**src/rtl/assert_macros.svh**
```systemverilog
// Assertion macros for the RTL of the interval membership table.
// No dependencies; include by bare file name where assertions are written.
`ifndef ASSERT_MACROS_SVH
`define ASSERT_MACROS_SVH

// Check a property on every rising edge while out of reset
`define ASSERT_CLK(label, clk, rst_n, prop) \
    label: assert property (@(posedge clk) disable iff (!(rst_n)) (prop)) \
        else $error("assertion violated");

// Check that a condition never holds while out of reset
`define ASSERT_NEVER(label, clk, rst_n, cond) \
    `ASSERT_CLK(label, clk, rst_n, !(cond))

`endif

```
**src/rtl/imt_pkg.sv**
```systemverilog
// Package of the interval membership table: sizes, codes, state and struct types.
// No dependencies; used by the interfaces, the controller and the top level.
package imt_pkg;

    localparam int MAX_RANGES = 256;
    localparam int ADDR_W     = (MAX_RANGES > 1) ? $clog2(MAX_RANGES) : 1;
    localparam int COUNT_W    = $clog2(MAX_RANGES + 1);
    localparam int VALUE_W    = 64;
    localparam int HITS_W     = 32;
    localparam int ENTRY_W    = 2 * VALUE_W;

    localparam logic FUNC_INSERT = 1'b0;
    localparam logic FUNC_QUERY  = 1'b1;

    typedef enum logic [1:0] {
        ST_IDLE,
        ST_SCAN,
        ST_DONE
    } t_state;

    typedef struct packed {
        logic              hit;
        logic [HITS_W-1:0] hit_count;
        logic              table_full;
    } t_result;

    typedef struct packed {
        logic               we;
        logic [ADDR_W-1:0]  waddr;
        logic [ENTRY_W-1:0] wdata;
        logic [ADDR_W-1:0]  raddr;
    } t_ram_req;

endpackage

```
**src/rtl/imt_if.sv**
```systemverilog
// Valid/ready channel interfaces of the interval membership table.
// Depends on imt_pkg for field widths.
interface imt_in_if;
    import imt_pkg::*;

    logic               valid;
    logic               ready;
    logic               func;
    logic [VALUE_W-1:0] range_start;
    logic [VALUE_W-1:0] range_end;
    logic [VALUE_W-1:0] query_value;

    modport source (output valid, func, range_start, range_end, query_value, input ready);
    modport sink   (input valid, func, range_start, range_end, query_value, output ready);
endinterface


```
**src/rtl/imt_ctrl.sv**
```systemverilog
// Sequencer of the interval membership table: insert, table scan, hit count.
// Depends on imt_pkg and imt_in_if; drives the range RAM through a request struct.
module imt_ctrl (
    input  logic                    i_clk,
    input  logic                    i_rst_n,
    imt_in_if.sink                  i_in,
    input  logic [imt_pkg::ENTRY_W-1:0] i_ram_rdata,
    output imt_pkg::t_ram_req       o_ram_req,
    output logic                    o_res_valid,
    output imt_pkg::t_result        o_res,
    input  logic                    i_res_take
);
    import imt_pkg::*;

    t_state               r_state, n_state;
    logic [COUNT_W-1:0]   r_count, n_count;
    logic [HITS_W-1:0]    r_hits, n_hits;
    logic [ADDR_W-1:0]    r_idx, n_idx;
    logic [VALUE_W-1:0]   r_value, n_value;
    t_result              r_res, n_res;
    logic                 accept;
    logic [VALUE_W-1:0]   ent_start;
    logic [VALUE_W-1:0]   ent_end;
    logic                 match;
    logic                 last;
    logic [HITS_W-1:0]    hits_inc;

    assign i_in.ready = (r_state == ST_IDLE);
    assign accept     = i_in.valid && i_in.ready;

    // Split the entry read back and test the held value against it
    assign ent_start = i_ram_rdata[ENTRY_W-1:VALUE_W];
    assign ent_end   = i_ram_rdata[VALUE_W-1:0];
    assign match     = (ent_start <= r_value) && (r_value <= ent_end);
    assign last      = (COUNT_W'(r_idx) == (r_count - COUNT_W'(1)));
    assign hits_inc  = (r_hits == '1) ? r_hits : (r_hits + HITS_W'(1));

    // Hold state, count, hit total and the pending result
    always_ff @(posedge i_clk) begin
        if (!i_rst_n) begin
            r_state <= ST_IDLE;
            r_count <= '0;
            r_hits  <= '0;
        end else begin
            r_state <= n_state;
            r_count <= n_count;
            r_hits  <= n_hits;
        end
        r_idx   <= n_idx;
        r_value <= n_value;
        r_res   <= n_res;
    end

    // Next state, RAM requests and result
    always_comb begin
        n_state         = r_state;
        n_count         = r_count;
        n_hits          = r_hits;
        n_idx           = r_idx;
        n_value         = r_value;
        n_res           = r_res;
        o_ram_req.we    = 1'b0;
        o_ram_req.waddr = r_count[ADDR_W-1:0];
        o_ram_req.wdata = {i_in.range_start, i_in.range_end};
        o_ram_req.raddr = r_idx;
        o_res_valid     = 1'b0;
        case (r_state)
            ST_IDLE: begin
                if (accept) begin
                    n_res.hit        = 1'b0;
                    n_res.hit_count  = r_hits;
                    n_res.table_full = 1'b0;
                    n_value          = i_in.query_value;
                    n_state          = ST_DONE;
                    if (i_in.func == FUNC_INSERT) begin
                        // Append the range, or flag the drop on a full table
                        if (r_count >= COUNT_W'(MAX_RANGES)) begin
                            n_res.table_full = 1'b1;
                        end else begin
                            o_ram_req.we = 1'b1;
                            n_count      = r_count + COUNT_W'(1);
                        end
                    end else if (r_count != '0) begin
                        // Start the scan at the first entry
                        o_ram_req.raddr = '0;
                        n_idx           = '0;
                        n_state         = ST_SCAN;
                    end
                end
            end
            ST_SCAN: begin
                if (match) begin
                    n_hits          = hits_inc;
                    n_res.hit       = 1'b1;
                    n_res.hit_count = hits_inc;
                    n_state         = ST_DONE;
                end else if (last) begin
                    n_state = ST_DONE;
                end else begin
                    o_ram_req.raddr = r_idx + ADDR_W'(1);
                    n_idx           = r_idx + ADDR_W'(1);
                end
            end
            ST_DONE: begin
                o_res_valid = 1'b1;
                if (i_res_take) begin
                    n_state = ST_IDLE;
                end
            end
            default: begin
                n_state = ST_IDLE;
            end
        endcase
    end

    assign o_res = r_res;
endmodule

```
**src/flat_wrapper.sv**
```systemverilog
// flat-port wrapper written by rule: the top's interface ports become plain ports
module imt_ctrl_flat import imt_pkg::*;
  (i_clk, i_rst_n, i_ram_rdata, o_ram_req, o_res_valid, o_res, i_res_take, i_in_valid, i_in_func, i_in_range_start, i_in_range_end, i_in_query_value, i_in_ready);
  imt_in_if i_in_i ();
  input  logic i_clk;
  input  logic i_rst_n;
  input  logic [imt_pkg::ENTRY_W-1:0] i_ram_rdata;
  output imt_pkg::t_ram_req o_ram_req;
  output logic o_res_valid;
  output imt_pkg::t_result o_res;
  input  logic i_res_take;
  input wire logic [$bits(i_in_i.valid)-1:0] i_in_valid;
  input wire logic [$bits(i_in_i.func)-1:0] i_in_func;
  input wire logic [$bits(i_in_i.range_start)-1:0] i_in_range_start;
  input wire logic [$bits(i_in_i.range_end)-1:0] i_in_range_end;
  input wire logic [$bits(i_in_i.query_value)-1:0] i_in_query_value;
  output wire logic [$bits(i_in_i.ready)-1:0] i_in_ready;
  assign i_in_i.valid = i_in_valid;
  assign i_in_i.func = i_in_func;
  assign i_in_i.range_start = i_in_range_start;
  assign i_in_i.range_end = i_in_range_end;
  assign i_in_i.query_value = i_in_query_value;
  assign i_in_ready = i_in_i.ready;
  imt_ctrl u_core (.i_clk(i_clk), .i_rst_n(i_rst_n), .i_in(i_in_i), .i_ram_rdata(i_ram_rdata), .o_ram_req(o_ram_req), .o_res_valid(o_res_valid), .o_res(o_res), .i_res_take(i_res_take));
endmodule
```
**config.mk**
```make
export PLATFORM = sky130hd
export DESIGN_NAME = imt_ctrl_flat
export DESIGN_NICKNAME = d
export VERILOG_FILES = /design/src/rtl/assert_macros.svh /design/src/rtl/imt_pkg.sv /design/src/rtl/imt_if.sv /design/src/rtl/imt_ctrl.sv /design/src/flat_wrapper.sv
export SDC_FILE = /design/constraint.sdc
export NUM_CORES = 1
export LEC_CHECK = 0
export BUFFER_PORTS_ARGS = -buffer_cell sky130_fd_sc_hd__buf_4
export CORE_AREA = 5 5 195 197
export DETAILED_ROUTE_END_ITERATION = 16
export DIE_AREA = 0 0 200 202
export PLACE_DENSITY = 0.55
export RECOVER_POWER = 25
export SLEW_MARGIN = 10
export SYNTH_ARGS = -nofsm -noshare
export SYNTH_HDL_FRONTEND = slang
export SYNTH_SLANG_ARGS = --single-unit
```
**constraint.sdc**
```tcl
create_clock -name i_clk -period 5.55 [get_ports i_clk]
set_input_delay 0.8325 -clock i_clk [delete_from_list [all_inputs] [get_ports i_clk]]
set_output_delay 0.8325 -clock i_clk [all_outputs]
set_load 0.03 [all_outputs]
```
# After elaboration in Yosys (flattened, before gate mapping)
# Index checks and enable logic that the tools add are counted.
# Widths: inputs -> output; s select.
# word_totals
memories,0
romBits,0
latch_bits,0
word_cells,59
mem_bits_rw,0
out_inout_bits,181
in_bits,325
register_bits,149
# op_classes
div_mod_pow,0
n_reduce_logical,10
mul,0
shift,0
addsub,4
eq_ne,8
muxes,24
bitwise,2
order_cmp,3
# op_table
operator,count
$le 64x64->1,2
$pmux 33 s2,1
$mux 8,5
$mux 34,1
$mux 33,1
$add 32x1->32 const B,1
$eq 32x32->1 const B,1
$mux 32,1
$pmux 8 s2,1
$mux 2,6
$add 9x1->9 const B,1
$eq 8x9->1,1
$ge 9x9->1 const B,1
$reduce_bool 9->1,1
$sub 9x1->9 const B,1
$add 8x1->8 const B,1
$mux 1,7
$pmux 2 s3,1
$reduce_and 3->1,2
$ne 2x2->1 const B,2
$reduce_and 2->1,2
$reduce_and 4->1,1
$ne 3x1->1 const B,1
$eq 2x1->1 const B,1
other kinds (6),8

# Logic depth before layout (Yosys ltp)
# logic_depth
word_depth,5
ltp_mapped,13
ltp_nobuf,11

# Worst setup path before layout
# No wires, ideal clock.
# synth_timing
path_kind,input to register
start,input i_ram_rdata[29] in the netlist's numbering
end,"register u_core.r_res (netlist bit u_core.o_res[10]), enable pin"
setup_time_ps,469
path_stages,11
required_ps,5081
t_arrival_ps,5450
path_slack_ps,-369
path_cell_list,inv_1 > ha_1 > nand4_1 > or4_1 > or4_1 > nor2_1 > a21oi_2 > or2_1 > buf_6 > clkbuf_1 > o21ai_0
# synth_between
elab_chain_len,4
# synth_lines
item,line,text
start: declaration,flat_wrapper.sv:7,input logic [imt_pkg::ENTRY_W-1:0] i_ram_rdata;
$le 64x64->1,imt_ctrl.sv:34,assign match = (ent_start <= r_value) && (r_value <= ent_end);
$logic_and 1x1->1,imt_ctrl.sv:34,
$ne 2x1->1 (no source line),--,
$reduce_and 3->1 (no source line),--,
end signal: assignment,imt_ctrl.sv:51,r_res <= n_res;
end: declaration,imt_ctrl.sv:20,"t_result r_res, n_res;"
# No other way between the ends.
# A chain may end at the register's enable or synchronous reset.

==> results.md <==
Yosys:
- Dividing the synthesized area by the synthesized cell count gives 9.03 sq um.
- The share of the synthesized area in compound gates (AO/OA/AOI/OAI) is 0.138.
- The share of synthesized area in the top cell type comes to 0.278.
- The post-synthesis cell count is 1,170.
- The area share of xor/xnor cells in the synthesized design is 0.0149.
- In this run, distinct cell masters in the synthesized netlist total between 50 and 60.
- The main combinational cell family by area after synthesis is buffers and inverters.
- The Yosys step of the flow raised 0 warnings.
- The synthesized-area fraction occupied by adder cells is 0.156.
- In the synthesized netlist the dominant register cell turns out to be sky130_fd_sc_hd__edfxtp_1.
- In the post-synthesis netlist, the biggest area contributors are sky130_fd_sc_hd__edfxtp_1 28%, sky130_fd_sc_hd__ha_1 16%, sky130_fd_sc_hd__dfxtp_1 9.7%.
- The number of nets produced by synthesis is 1,627.
- Of the total synthesized cell area, the portion taken by AND, OR, NAND and NOR gates is 0.145.
- The number of enable-type register cells in the synthesized netlist is between 90 and 100.
- Summed over all instances, the cell type with the most area after synthesis is sky130_fd_sc_hd__edfxtp_1.
- By instance count, the leading cell after synthesis is sky130_fd_sc_hd__inv_1.
- After synthesis the netlist holds a flip-flop and latch count of about 150.
- The cell area after technology mapping is 10,600 sq um.
- Counting flops with an async set or reset pin after synthesis yields a share of 0.
- The multiplexer share of the synthesized area is 0.0104.
- The commonest cells after synthesis are 138 x sky130_fd_sc_hd__inv_1, 136 x sky130_fd_sc_hd__buf_4, 132 x sky130_fd_sc_hd__ha_1.
- Of the synthesized area, sequential elements account for 0.375.

Cells and area:
- In the final layout, the share of cells above drive strength 1 is 0.225.
- Compared with the post-synthesis result, the final layout area differs by 18.4%.
- The total number of nets in the final design is between 1,500 and 2,000.
- The finished cells cover 12,500 sq um.
- The number of standard cells in the final layout excluding fillers is around 1,800.

Place:
- The placed instance area is roughly 12,000 sq um.
- OpenSTA, run right after detailed placement, puts the worst setup slack at 184 ps.
- In this run, placement finished with an instance count of roughly 1,700.
- The routability-driven placement congestion ratio is 0.878.
- The count of port buffers added during placement is 249.
- Once detailed placement completed, the half-perimeter wirelength came to about 27,000 microns.

Power:
- The net load switching power is 0.852 mW.
- The peak supply drop is 0.202 mV.
- The share of total power dissipated in sequential elements is 0.428.
- The overall power consumption is 3.03 mW.
- The portion of total power attributed to the clock network is 0.383.
- The internal portion of the total power is 2.18 mW.
- The switching power as a share of total power is 0.281.
- Summed over all cells, the static leakage comes to roughly 5.6 nW.
- The part of the power in combinational logic is 0.189.
- Power spread over the standard cell area amounts to 242 nW/um^2.

Global route:
- For this run, the total global-route usage over all layers was measured as 0.158.
- The total overflow left after global routing is 0.
- The largest net degree at the start of global routing is 48.
- The number of antenna violations at the first check in global routing came to 2.
- The first global-routing pass estimated 48,800 microns of wire.
- The via count of the first global-routing pass was roughly 8,600.

Clock tree:
- The later-pin clock latency in the skew report is 440 ps.
- The TritonCTS clock tree is built.
- The maximum clock path buffer count is 2.
- After clock tree synthesis, the clock-pin slew on the worst setup and hold paths is ~70 ps.
- The post-cts hold buffer count is 0.
- The number of gates resized after cts is 0.
- Clock tree synthesis selected as its root buffer the cell sky130_fd_sc_hd__clkbuf_16.
- Buffers inserted during clock tree synthesis total 17.
- Buffers added to address setup during post-CTS repair amount to 0.
- The H-tree was split into 4 levels.
- The total clock sinks is 149.

Routing:
- After the first detailed-routing iteration, the DRC count stood at 398.
- The aggregate routed wire length is between 30,000 and 40,000 microns.
- The total iterations of the first detailed-routing run is 5.
- The routed layout has 8,654 vias.
- The detail-routed net length per standard cell is between 15 and 20 microns.
- The number of remaining DRC errors is 0.
- The via count normalized by instance count is 4.92.
- In this run the remaining antenna-violating nets after routing total 0.

Timing:
- For this run, the top clock speed supported by timing is ~190 MHz.
- The shortest clock period the worst path allows after layout is 5310 ps.
- Setup repair after global routing left no endpoint under its margin.
- The hold violation total from the final report is 0.
- After layout, the worst setup slack is between 200 and 250 ps.
- Setup violations remaining at the end of the flow were counted as 0.
- The post-route setup TNS is 0 ps.
- The final-report max-slew violation count was 0.
- The normalized max-slew margin is 0.267.
- The final worst-path cycle share is 0.958.
- The actual slew at the worst max-slew pin is 1100 ps.
- The final worst clock skew is 16.7 ps.

Floorplanning:
- The initialized floorplan defines 70 standard-cell rows.
- The standard cell core area is 36,100 sq um.
- The boundary pin count is roughly 500.
- The die width is approximately 200 microns.
- The starting density of the core is 0.293.
- The die covers between 40,000 and 50,000 sq um.
- The die is 202 microns tall.

Setup path:
- The worst setup path is captured at an output pin.
- The worst setup path startpoint is i_ram_rdata[45].
- The capture instance of the worst register-to-register path is u_core.o_res[18].
- The data arrival time at the worst-slack endpoint is 4480 ps.
- The required time of the worst setup path is 4720 ps.
- Along the worst path, the maximum fanout reaches 11.
- The startpoint of the worst-slack reg-to-reg timing path is u_core.r_value[47].
- The worst setup path is launched from an input port.
- The type of the setup path with the least slack is input port to output pin.
- The count of cells along the worst register-to-register path is 9.
- The setup slack of the worst register-to-register path is 1260 ps.
- The capturing element of the worst setup path is o_ram_req[0].

Job:
- Max-cap violations in this run came to 0.

Hold path:
- In this run the most critical hold path is launched from u_core.r_hits[1].
- The type of the most critical hold path is flip-flop to flip-flop.

Run status:
- The run finished with clean final reports.
[layout by cell type, fill, tap and decap left out, types with 21 or more instances in the layout]
| cell type | synthesis | layout |
|---|---|---|
| sky130_fd_sc_hd__buf_4 | 136 | 194 |
| sky130_fd_sc_hd__inv_1 | 138 | 137 |
| sky130_fd_sc_hd__ha_1 | 132 | 132 |
| sky130_fd_sc_hd__edfxtp_1 | 98 | 98 |
| sky130_fd_sc_hd__o21ai_0 | 96 | 95 |
| sky130_fd_sc_hd__nand2_1 | 93 | 93 |
| sky130_fd_sc_hd__a21oi_1 | 90 | 90 |
| sky130_fd_sc_hd__clkbuf_4 | 0 | 63 |
| sky130_fd_sc_hd__dfxtp_1 | 51 | 51 |
| sky130_fd_sc_hd__nand4_1 | 44 | 44 |
| sky130_fd_sc_hd__nor2_1 | 38 | 38 |
| sky130_fd_sc_hd__or3_1 | 24 | 24 |
| sky130_fd_sc_hd__nand3_1 | 21 | 21 |
[worst max-delay path, cell delays in order]
cell and delay (ps):
sky130_fd_sc_hd__buf_4 90, sky130_fd_sc_hd__inv_1 40, sky130_fd_sc_hd__ha_1 320, sky130_fd_sc_hd__nand4_1 170, sky130_fd_sc_hd__nor4_1 640, sky130_fd_sc_hd__nand3_1 190
sky130_fd_sc_hd__or4_1 540, sky130_fd_sc_hd__a2bb2oi_1 160, sky130_fd_sc_hd__a21oi_2 360, sky130_fd_sc_hd__or2_1 470, sky130_fd_sc_hd__nand2_1 220, sky130_fd_sc_hd__mux2i_1 230
sky130_fd_sc_hd__buf_4 190
[cells by family after synthesis]
logic type / count (synthesis)
multiplexers: 11
flip-flops: 149
AO/OA/AOI/OAI: 254
XOR/XNOR: 18
buffers and inverters: 309
adder cells (fa/ha/maj): 132
AND/OR/NAND/NOR: 297
[state kept, by name, indices dropped and copies added, names as in the netlist]
| register | count |
|---|---|
| u_core.o_res | 34 |
| u_core.r_state | 2 |
| u_core.r_value | 64 |
| u_core.r_idx | 8 |
| u_core.r_count | 9 |
| u_core.r_hits | 32 |
[per-stage QoR]
stage / hold slack (ps) / utilization
finish: 510 / 0.347
global route: 545 / 0.347
CTS: 514 / 0.347
detailed placement: 503 / 0.331
global placement: 489 / 0.331
floorplan: 473 / -
[worst min-delay path by stage]
| stage | cells past startpoint | slack (ps) | endpoint |
|---|---|---|---|
| finish | 2 | 510 | u_core.r_hits[1] |
| CTS | 2 | 510 | u_core.r_hits[1] |
| detailed placement | 2 | 500 | u_core.r_hits[1] |
| global route | 2 | 540 | u_core.r_hits[1] |
| global placement | 2 | 490 | u_core.r_hits[20] |
| floorplan | 2 | 470 | u_core.r_hits[20] |
[power groups by stage]
stage / registers, mW / logic, mW / clock network [mW]
finish: 1.30 / 0.571 / 1.16
global route: 1.30 / 0.641 / 1.25
CTS: 1.30 / 0.584 / 1.21
detailed placement: 1.32 / 0.580 / 0
global placement: 1.32 / 0.570 / 0
floorplan: 1.34 / 0.466 / 0
[per-layer routing]
metal / global-route usage / routed length (microns) / up-vias
met5: 0.0333 / 79 / -
met4: 0.0410 / 662 / 6
met3: 0.0833 / 4380 / 36
met2: 0.249 / 15000 / 394
met1: 0.185 / 13400 / 3975
li1: - / - / 4243
[area by class of cell]
cell class / count / area, sq um
diodes: 1 / 2.50
fillers: 3685 / 23600
well taps: 468 / 586
repair buffers: 259 / 1940
flip-flops and latches: 149 / 3960
clock inverters: 10 / 91.3
inverters: 139 / 523
multi-input cells: 712 / 4920
clock buffers: 22 / 487
Note: power is estimated with default switching activity, not from simulation.
