**config.mk**
```make
export PLATFORM = sky130hd
export DESIGN_NAME = imt_ram
export DESIGN_NICKNAME = d
export VERILOG_FILES = /design/src/rtl/assert_macros.svh /design/src/rtl/imt_ram.sv
export SDC_FILE = /design/constraint.sdc
export NUM_CORES = 1
export LEC_CHECK = 0
export CORE_ASPECT_RATIO = 1.5
export CORE_MARGIN = 1
export CORE_UTILIZATION = 56
export DETAILED_ROUTE_END_ITERATION = 10
export DONT_BUFFER_PORTS = 1
export MAX_ROUTING_LAYER = met4
export PLACE_DENSITY_LB_ADDON = 0.1
export SYNTH_ARGS = -nofsm -noshare
export SYNTH_HDL_FRONTEND = slang
export SYNTH_SLANG_ARGS = --single-unit
```
**constraint.sdc**
```tcl
create_clock -name i_clk -period 1.6 [get_ports i_clk]
set_clock_uncertainty 0.2 [all_clocks]
set_input_delay 0 -clock i_clk [delete_from_list [all_inputs] [get_ports i_clk]]
set_output_delay 0 -clock i_clk [all_outputs]
set_load 0.02 [all_outputs]
```
**src/rtl/assert_macros.svh**
```systemverilog
// Assertion macros for the RTL of the interval membership table.
// No dependencies; include by bare file name where assertions are written.
`ifndef ASSERT_MACROS_SVH
`define ASSERT_MACROS_SVH

// Check a property on every rising edge while out of reset
`define ASSERT_CLK(label, clk, rst_n, prop) \
    label: assert property (@(posedge clk) disable iff (!(rst_n)) (prop)) \
        else $error("assertion violated");

// Check that a condition never holds while out of reset
`define ASSERT_NEVER(label, clk, rst_n, cond) \
    `ASSERT_CLK(label, clk, rst_n, !(cond))

`endif

```
**src/rtl/imt_ram.sv**
```systemverilog
// Generic single-write, single-read synchronous RAM with registered read data.
// No dependencies.
module imt_ram #(
    parameter int WIDTH = 8,
    parameter int DEPTH = 16
) (
    input  logic                                    i_clk,
    input  logic                                    i_we,
    input  logic [((DEPTH > 1) ? $clog2(DEPTH) : 1)-1:0] i_waddr,
    input  logic [WIDTH-1:0]                        i_wdata,
    input  logic [((DEPTH > 1) ? $clog2(DEPTH) : 1)-1:0] i_raddr,
    output logic [WIDTH-1:0]                        o_rdata
);
    logic [WIDTH-1:0] r_mem [DEPTH];
    logic [WIDTH-1:0] r_rdata;

    // Write one entry, read one entry
    always_ff @(posedge i_clk) begin
        if (i_we) begin
            r_mem[i_waddr] <= i_wdata;
        end
        r_rdata <= r_mem[i_raddr];
    end

    assign o_rdata = r_rdata;
endmodule

```
Yosys cells after proc, flatten, opt, wreduce, memory -nomap -nowiden
Memory sizes are Yosys's and may differ from the RTL's. A register that Yosys moved wholly into a read port is not among the register bits.
Index checks and enable logic that the tools add are counted.
Widths: inputs -> output; s select.
{ "classes": {"div_mod_pow": 0, "bitwise": 0, "n_addsub": 0, "reduce_logical": 0, "shift": 0, "magnitude_cmp": 0, "multipliers": 0, "muxes": 2, "eq_ne": 0} }
{ "op_table": {"columns": ["operator", "n"], "rows": [
  ["$mux 1", 2]
]} }
{ "totals": {"mem_count": 1, "output_inout_bits": 8, "elab_cells": 3, "mem_bits_ro": 0, "input_bits": 18, "reg_bits": 0, "ramBits": 128, "latch_bits": 0} }
{ "mem_list": {"columns": ["name", "depth", "width", "read_ports", "rd_clocked_by_memory_dff", "wr", "line_no", "rtl"], "rows": [
  ["r_mem", 16, 8, 1, 1, 1, "imt_ram.sv:14", "logic [WIDTH-1:0] r_mem [DEPTH];"]
]} }

Depth between registers and ports, before layout
Gate-level depths: netlist (run 1).
{ "depth": {"ltp_word": 2, "mapped_depth": 5, "depth_no_buf": 3} }

Worst setup path after synthesis (run 1)
OpenSTA, ideal clock, no wires.
{ "synth_timing": {"path_type": "input to register", "start": "in i_waddr[2] (netlist bit)", "end": "mem r_mem[0][0] (enable)", "setup_slack_ns": -0.093, "arrival_ns": 1.110, "path_buffers": 0, "path_stages": 2, "required_ns": 1.017, "setup_time_ns": 0.383, "cell_sequence": "or3b_2 -> nor3_1"} }
{ "synth_rtl": {"columns": ["element", "line_no", "rtl"], "rows": [
  ["start, declared", "imt_ram.sv:9", "input logic [((DEPTH > 1) ? $clog2(DEPTH) : 1)-1:0] i_waddr,"],
  ["end, declared", "imt_ram.sv:14", null]
]} }
No word-level cell before the write port.

==> results of run 1 <==
-- worst min-delay path, stage by stage --
cell and delay [ns]:
mux4_2 0.20, a22oi_1 0.06, nand2_1 0.06
-- cells in the mapped netlist --
library cell	count
nand3b_1	2
buf_4	1
nor2b_1	1
nand2_1	9
nor2_1	13
buf_2	3
nand2b_1	2
clkdlybuf4s25_2	3
or3b_2	1
edfxtp_1	128
nand3_1	1
nor3_1	4
mux4_1	14
a22oi_1	16
mux4_2	18
and2b_1	1
dfxtp_1	8
and2_1	1
buf_6	3
-- layout make-up --
class	count	area (sq um)
clock buffer	17	425
tap	110	138
multi-input combinational	83	1070
sequential	136	4000
fill	547	2770
timing repair buffer	33	293
clock inverter	15	184
-- per-layer routing --
layer	vias to the layer above	share of wire, %	track usage [%]
met2	95	54	37.0
li1	1062	-	-
met1	1228	40	28.3
met3	12	4.8	4.06
met4	0	1.7	10.0
met5	-	0	-
-- logic make-up (layout without fill, tap and decap cells) --
logic type	Yosys count	after routing	synth area share (%)
simple gates	35	35	3.18
mux	32	32	15.0
compound gates	16	16	2.33
buf+inv	10	65	1.68
flops	136	136	77.8
-- flip-flops by register name (all words and copies together) (netlist names) --
signal	flops
r_mem	128
o_rdata	8
-- power groups by stage --
| stage | Clock [mW] | Sequential, mW | Combinational [mW] |
|---|---|---|---|
| floorplan | 0 | 4.10 | 0.202 |
| global placement | 0 | 4.11 | 0.214 |
| detailed placement | 0 | 4.12 | 0.220 |
| CTS | 3.94 | 4.04 | 0.320 |
| global route | 4.07 | 4.05 | 0.344 |
| finish | 3.91 | 4.04 | 0.319 |
-- how the worst min path moves through the flow --
stage	cells after the start	end	from	slack, ns
finish	3	o_rdata[5]	i_raddr[0]	-0.25
global route	3	o_rdata[7]	i_raddr[0]	-0.25
CTS	3	o_rdata[5]	i_raddr[0]	-0.27
detailed placement	0	r_mem[5][1]	i_wdata[1]	-0.10
global placement	0	r_mem[4][1]	i_wdata[1]	-0.10
floorplan	0	r_mem[0][0]	i_wdata[0]	-0.10
-- what timing repair did --
item / CTS / global route
endpoints found under the setup margin: 0 / 2
hold endpoints to repair: 264 / 8
gates resized for setup: 0 / 2
==> out/metrics.csv, run 1 <==
metric,value,unit
status,finished with violations,
violations,negative hold slack,
hold_viol_final,8,
postCtsSetupBuffers,0,
reg2reg_to,o_rdata[0],
gp_congestion,0.805,
hold_ws,-0.252,ns
power.density,1350,nW/um^2
cts.path.max_buffers,2,
max_freq,642,MHz
power_frac_comb,3.9,%
setup_ws,0.0414,ns
p_total,8.27,mW
yosysUniqueCellTypes,19,
drt_wl_total,9.28,mm
final_cell_mix,"edfxtp_1 (128), buf_4 (19), mux4_2 (18)",
seq_power_share,48.9,%
synth_top_cell_by_area,edfxtp_1,
cpLargestDelayFamily,multiplexers,
place_hpwl,6.02,mm
utilization,68.9,%
dr.pass1.iters,5,
diodes,0,
setup_violations,0,
ys_ff_latch,136,
placed_cell_area,5350,sq um
syn2layout_area_growth,18.8,%
fin_cells,394,
fin_crit_sh,97.4,%
maxCapViolations,0,
grt_start_max_net_pins,33,
yosysSeqAreaShare,77.8,%
drtAntennaViolNets,0,
synth_area_per_cell,22.5,sq um
netlist_top_cells_area,"edfxtp_1 (75%), mux4_2 (7.9%), mux4_1 (7.1%)",
die_w,80.3,um
crit_path_start,r_mem[1][0],
synth_top_area_share,74.7,%
period_needed,1.56,ns
detail_route.iter0.violations,275,
cts-root-buf,clkbuf_16,
hold_class,in -> reg,
vias,2397,
post-route-drc-count,0,
cellLeakagePower,2.06,nW
crit_path_end,o_rdata[0],
layout.nets,289,
final_cell_area,6120,sq um
p_int,6.72,mW
cp.required,1.68,ns
slew-limit-headroom,62.3,%
startpoint_type,register,
coreArea,8880,sq um
place_inst,348,
grt_pass1_wl,14.5,mm
cts_max_level,4,
r2r_slack,0.04,ns
cts_hold_buf,14,
routedWlPerCell,23.6,um
ir_drop,946,uV
synth_cells,229,
clk_latency,0.40,ns
layout-drive-gt1-share,25.0,%
die_y,119,um
path_clk_slew,0.05,ns
dp_slack,0.0378,ns
portBuffers,0,
antenna_found_initial,0,
tightest_slew,0.564,ns
io_pins,26,
crit_fanout,1,
cp_slowest_cell,mux4_1,
cts_tree,built,
arrival,1.64,ns
grt_overflow,0,
synth_warnings,0,
track_usage,22.9,%
grt_pass1_vias,2551,
cp-end-kind,register,
finalSetupTns,0,ns
cp_num_cells,3,
initial_core_util,58.0,%
mostFrequentLayoutCell,edfxtp_1,
path_class,reg -> reg,
cp_num_buf_inv,0,
reg2regPathDepth,3,
vias_per_cell,6.08,
row_count,42,
syn_nets,247,
cp_cell_sequence,mux4_1 > a22oi_1 > nand2_1,
p_sw,1.55,mW
syn_area,5150,sq um
slew_violations,0,
max_stage_delay,0.52,ns
cts_sinks,136,
fp.dieArea,9590,sq um
switching_share,18.8,%
p_clk_share,47.3,%
r2r_start,r_mem[1][0],
cts_buffers,17,
Power figures use the tool's default switching activity.
==> run 2: changes to the inputs <==
--- a/config.mk
+++ b/config.mk
@@ -7,7 +7,7 @@
 export LEC_CHECK = 0
 export CORE_ASPECT_RATIO = 1.5
 export CORE_MARGIN = 1
-export CORE_UTILIZATION = 56
+export CORE_UTILIZATION = 46
 export DETAILED_ROUTE_END_ITERATION = 10
 export DONT_BUFFER_PORTS = 1
 export MAX_ROUTING_LAYER = met4
==> run 2 against run 1 <==
Effect of this change:
- the flow still finishes with violations (negative hold slack)
- critical path depth unchanged
- sequential power about the same
- first-iteration DRC count decreased by 35%
- routed wire length increased by 4.1%
- die area increased by 21%
- setup slack got worse by 0.0074 ns
- non-clock buffer count increased by 1
==> out/metrics.csv, run 2 (synthesis results as in run 1) <==
metric,value,unit
status,finished with violations,
violations,negative hold slack,
vias_per_cell,5.53,
die_y,132,um
path_clk_slew,0.06,ns
place_hpwl,6.14,mm
multiInputGateArea,1080,sq um
cts-root-buf,clkbuf_16,
cts_hold_buf,15,
vias,2371,
p_total,8.63,mW
cp_slowest_cell,mux4_1,
cts_sinks,136,
syn2layout_area_growth,21.0,%
largest_register_ffs,128,
dp_slack,0.00971,ns
finalSetupTns,0,ns
routedWlPerCell,22.5,um
fin_crit_sh,97.9,%
fill_cells,817,
place_inst,382,
grt_pass1_vias,2463,
cp_num_buf_inv,0,
dr.pass1.iters,4,
portBuffers,0,
setup_ws,0.0340,ns
setup_violations,0,
post-route-drc-count,0,
grt_pass1_wl,14.7,mm
fin_cells,429,
drt_wl_total,9.66,mm
cpLargestDelayFamily,multiplexers,
power.density,1380,nW/um^2
cp-end-kind,register,
maxCapViolations,0,
die_w,88.4,um
hold_class,in -> reg,
grt_start_max_net_pins,33,
hold_viol_final,8,
diodes,0,
max_freq,639,MHz
crit_fanout,1,
register_area,4000,sq um
hold_ws,-0.243,ns
placed_cell_area,5390,sq um
initial_core_util,48.1,%
final_cell_mix,"edfxtp_1 (128), mux4_2 (19), buf_4 (19)",
layout.nets,290,
fp.dieArea,11600,sq um
cts_tree,built,
startpoint_type,register,
gp_congestion,0.779,
clk_latency,0.41,ns
utilization,58.2,%
cellLeakagePower,2.08,nW
cts_max_level,4,
slew_violations,0,
cp.required,1.70,ns
regMostFlops,r_mem,
path_class,reg -> reg,
grt_overflow,0,
period_needed,1.57,ns
io_pins,26,
drtAntennaViolNets,0,
tightest_slew,0.616,ns
antenna_found_initial,0,
max_stage_delay,0.55,ns
coreArea,10700,sq um
row_count,46,
mostFrequentLayoutCell,edfxtp_1,
track_usage,19.0,%
cp_cell_sequence,mux4_1 > a22oi_2 > nand2_1,
cts.path.max_buffers,2,
detail_route.iter0.violations,179,
layout-drive-gt1-share,26.7,%
arrival,1.66,ns
slew-limit-headroom,58.8,%
cts_buffers,17,
ir_drop,830,uV
final_cell_area,6230,sq um
-- run 2: power breakdown --
part	total (mW)	switching, mW	internal (mW)	leakage (nW)
combinational	0.326	0.171	0.155	0.538
clock	4.26	1.37	2.89	0.320
sequential	4.04	0.0571	3.99	1.22
-- run 2: layout make-up --
cell class	count	share of cell area (%)
Clock buffer	21	7.55
Tap cell	144	2.89
Multi-Input combinational cell	83	17.3
Clock inverter	11	3.09
Sequential cell	136	64.3
Timing Repair Buffer	34	4.86
-- run 2: timing repair --
item	CTS	global route
endpoints found under the hold margin	264	8
endpoints found under the setup margin	0	4
buffers inserted	0	0
resized for setup	0	5
-- run 2: per-layer routing --
metal  vias to the layer above  share of wire (%)  global-route usage (%)
met2                        70                 54                    29.2
li1                       1062                  -                       -
met1                      1229                 40                    23.7
met3                        10                3.8                    5.59
met4                         0                1.7                    7.44
met5                         -                  0                       -
-- run 2: tightest hold or removal path, delay by kind of cell --
| family | cells | cell delay (ns) |
|---|---|---|
| AOI/OAI and AO/OA | 1 | 0.06 |
| muxes | 1 | 0.21 |
| and+or+nand+nor | 1 | 0.05 |
-- run 2: final timing paths --
path,from,endpoint,slack [ns],cells past startpoint
worst max register to register,r_mem[1][1],o_rdata[1],0.03,3
worst min register to register,r_mem[8][4],o_rdata[4],0.47,3
worst min-delay path,i_raddr[0],o_rdata[4],-0.24,3
worst max-delay path,r_mem[1][1],o_rdata[1],0.03,3
==> run 3: changes to the inputs <==
--- a/config.mk
+++ b/config.mk
@@ -5,9 +5,12 @@
 export SDC_FILE = /design/constraint.sdc
 export NUM_CORES = 1
 export LEC_CHECK = 0
+export ABC_AREA = 1
+export CELL_PAD_IN_SITES_DETAIL_PLACEMENT = 0
+export CELL_PAD_IN_SITES_GLOBAL_PLACEMENT = 1
 export CORE_ASPECT_RATIO = 1.5
 export CORE_MARGIN = 1
-export CORE_UTILIZATION = 46
+export CORE_UTILIZATION = 45
 export DETAILED_ROUTE_END_ITERATION = 10
 export DONT_BUFFER_PORTS = 1
 export MAX_ROUTING_LAYER = met4
==> run 3 against run 2 <==
Effect of this change:
- critical path type is now in -> reg
- maximum frequency grew 16%
- total power down 2.2%
- clock-buffer cell count shrank 4
- the flow still finishes with violations (negative hold slack)
- critical endpoint is now o_rdata[7]
- highest routed layer unchanged
==> out/metrics.csv, run 3 <==
metric,value,unit
max_freq,743,MHz
diodes,0,
setup_violations,0,
coreArea,12500,sq um
die_y,141,um
power.density,1250,nW/um^2
arrival,1.44,ns
clk_latency,0.41,ns
drt_wl_total,12.8,mm
synth_mux_area_share,0,%
ys_ff_latch,136,
detail_route.iter0.violations,264,
cp.required,1.70,ns
slew-limit-headroom,58.4,%
grt_pass1_wl,20.4,mm
synthFlopType,edfxtp_1,
startpoint_type,input port,
maxCapViolations,0,
largest_register_ffs,128,
vias,3701,
layout-drive-gt1-share,8.72,%
min_to,o_rdata[4],
finalSetupTns,0,ns
slew_violations,0,
yosysUniqueCellTypes,12,
fin_crit_sh,84.1,%
place_hpwl,7.89,mm
synth_xor_area_share,0,%
syn_area,5770,sq um
grt_pass1_vias,3738,
portBuffers,0,
drtAntennaViolNets,0,
hold_ws,-0.381,ns
regMostFlops,r_mem,
yosysSeqAreaShare,69.4,%
initial_core_util,46.1,%
hold_viol_final,8,
crit_fanout,9,
violations,negative hold slack,
syn2layout_area_growth,17.3,%
placed_cell_area,6000,sq um
cts-root-buf,clkbuf_16,
post-route-drc-count,0,
row_count,50,
fp.dieArea,13300,sq um
grt_start_max_net_pins,66,
hold_path.startpoint,i_raddr[2],
cts_resized,0,
final_cell_area,6770,sq um
cts_tree,built,
fill_cells,1102,
max_stage_delay,0.85,ns
routedWlPerCell,17.0,um
cts_max_level,4,
mostFrequentLayoutCell,nand2_1,
dr.pass1.iters,6,
die_w,94.4,um
r2r_start,r_mem[4][7],
ir_drop,788,uV
synth.most_common_cell,nand2_1,
cp-end-kind,register,
synth_top_family_by_area,simple AND/OR/NAND/NOR gates,
antenna_found_initial,0,
path_clk_slew,0.06,ns
synth_area_per_cell,10.5,sq um
cts_buffers,17,
cts_sinks,136,
postCtsSetupBuffers,0,
hold_class,in -> reg,
cts.path.max_buffers,2,
postSynth.asyncResetShare,0,%
yosys-top-cells-count,"nand2_1 (173), edfxtp_1 (128), inv_1 (100)",
io_pins,26,
synth_warnings,0,
netlist_top_cells_area,"edfxtp_1 (67%), nand2_1 (11%), nand3_1 (8.4%)",
crit_path_start,i_raddr[3],
synthAdderAreaFrac,0,%
synth_compound_gate_area_share,0,%
synth_top_area_share,66.7,%
synth_cells,551,
final_cell_mix,"nand2_1 (173), edfxtp_1 (128), inv_1 (100)",
cp_cell_sequence,dlygate4sd3_1 > inv_1 > nand3_1 > nand2_1,
cts_hold_buf,15,
layout.nets,601,
path_class,in -> reg,
vias_per_cell,4.92,
reg2reg_to,o_rdata[7],
synth_edf_count,128,
cellLeakagePower,2.90,nW
gp_congestion,0.726,
rsz0062_at_grt,no,
cp_slowest_cell,dlygate4sd3_1,
reg2regPathDepth,6,
synth_simple_gate_area_share,21.0,%
track_usage,22.2,%
r2r_slack,0.46,ns
worstHoldPathCells,3,
period_needed,1.35,ns
status,finished with violations,
synth_top_cell_by_area,edfxtp_1,
syn_nets,569,
tightest_slew,0.622,ns
grt_overflow,0,
[run 3: kinds of logic (layout without fill, tap and decap cells)]
family / after synthesis / after routing
buffers and inverters: 126 / 171
flip-flops: 136 / 136
AND/OR/NAND/NOR: 289 / 289
[run 3: where the power goes]
part	internal [mW]	switching (mW)	leakage (nW)
clock	2.58	1.39	0.283
sequential	3.99	0.0596	1.22
combinational	0.147	0.277	1.39
total	6.71	1.73	2.90
[run 3: worst max-delay path by stage]
| stage | to | depth (start not counted) |
|---|---|---|
| after CTS | o_rdata[7] | 4 |
| final | o_rdata[7] | 4 |
| after detailed placement | o_rdata[6] | 6 |
| after global placement | o_rdata[6] | 6 |
| after global routing | o_rdata[7] | 4 |
| after floorplan | r_mem[10][0] | 2 |
[run 3: worst max-delay path: cells and delay by family]
| kind | cells | cell delay (ns) |
|---|---|---|
| buffers and inverters | 2 | 1.16 |
| and+or+nand+nor | 2 | 0.28 |
[run 3: layer usage]
| metal | GRT usage, % | vias to the layer above | wire length, um |
|---|---|---|---|
| met1 | 26.9 | 1747 | 5290 |
| met4 | 7.37 | 0 | 242 |
| met2 | 36.4 | 98 | 6630 |
| met3 | 4.96 | 19 | 594 |
| li1 | - | 1837 | - |
| met5 | - | - | 0 |
[run 3: final cells by class]
type | instances | area, sq um | area share [%]
Sequential cell | 136 | 4000 | 59.2
Tap cell | 156 | 195 | 2.88
Clock buffer | 17 | 425 | 6.29
Timing Repair Buffer | 37 | 363 | 5.36
Inverter | 102 | 383 | 5.66
Multi-Input combinational cell | 289 | 1210 | 17.9
Clock inverter | 15 | 183 | 2.70
[run 3: per-stage QoR]
stage / hold WS (ns) / setup slack (ns) / total power, mW / std cells / util, %
5_1_grt: -0.372 / 0.158 / 8.71 / 752 / 54.1
2_1_floorplan: -0.101 / 0.449 / 4.39 / 551 / -
3_5_place_dp: -0.100 / 0.452 / 4.45 / 705 / 47.9
3_3_place_gp: -0.100 / 0.446 / 4.44 / 705 / 47.9
6_report: -0.381 / 0.254 / 8.44 / 752 / 54.1
4_1_cts: -0.397 / 0.235 / 8.51 / 752 / 54.1
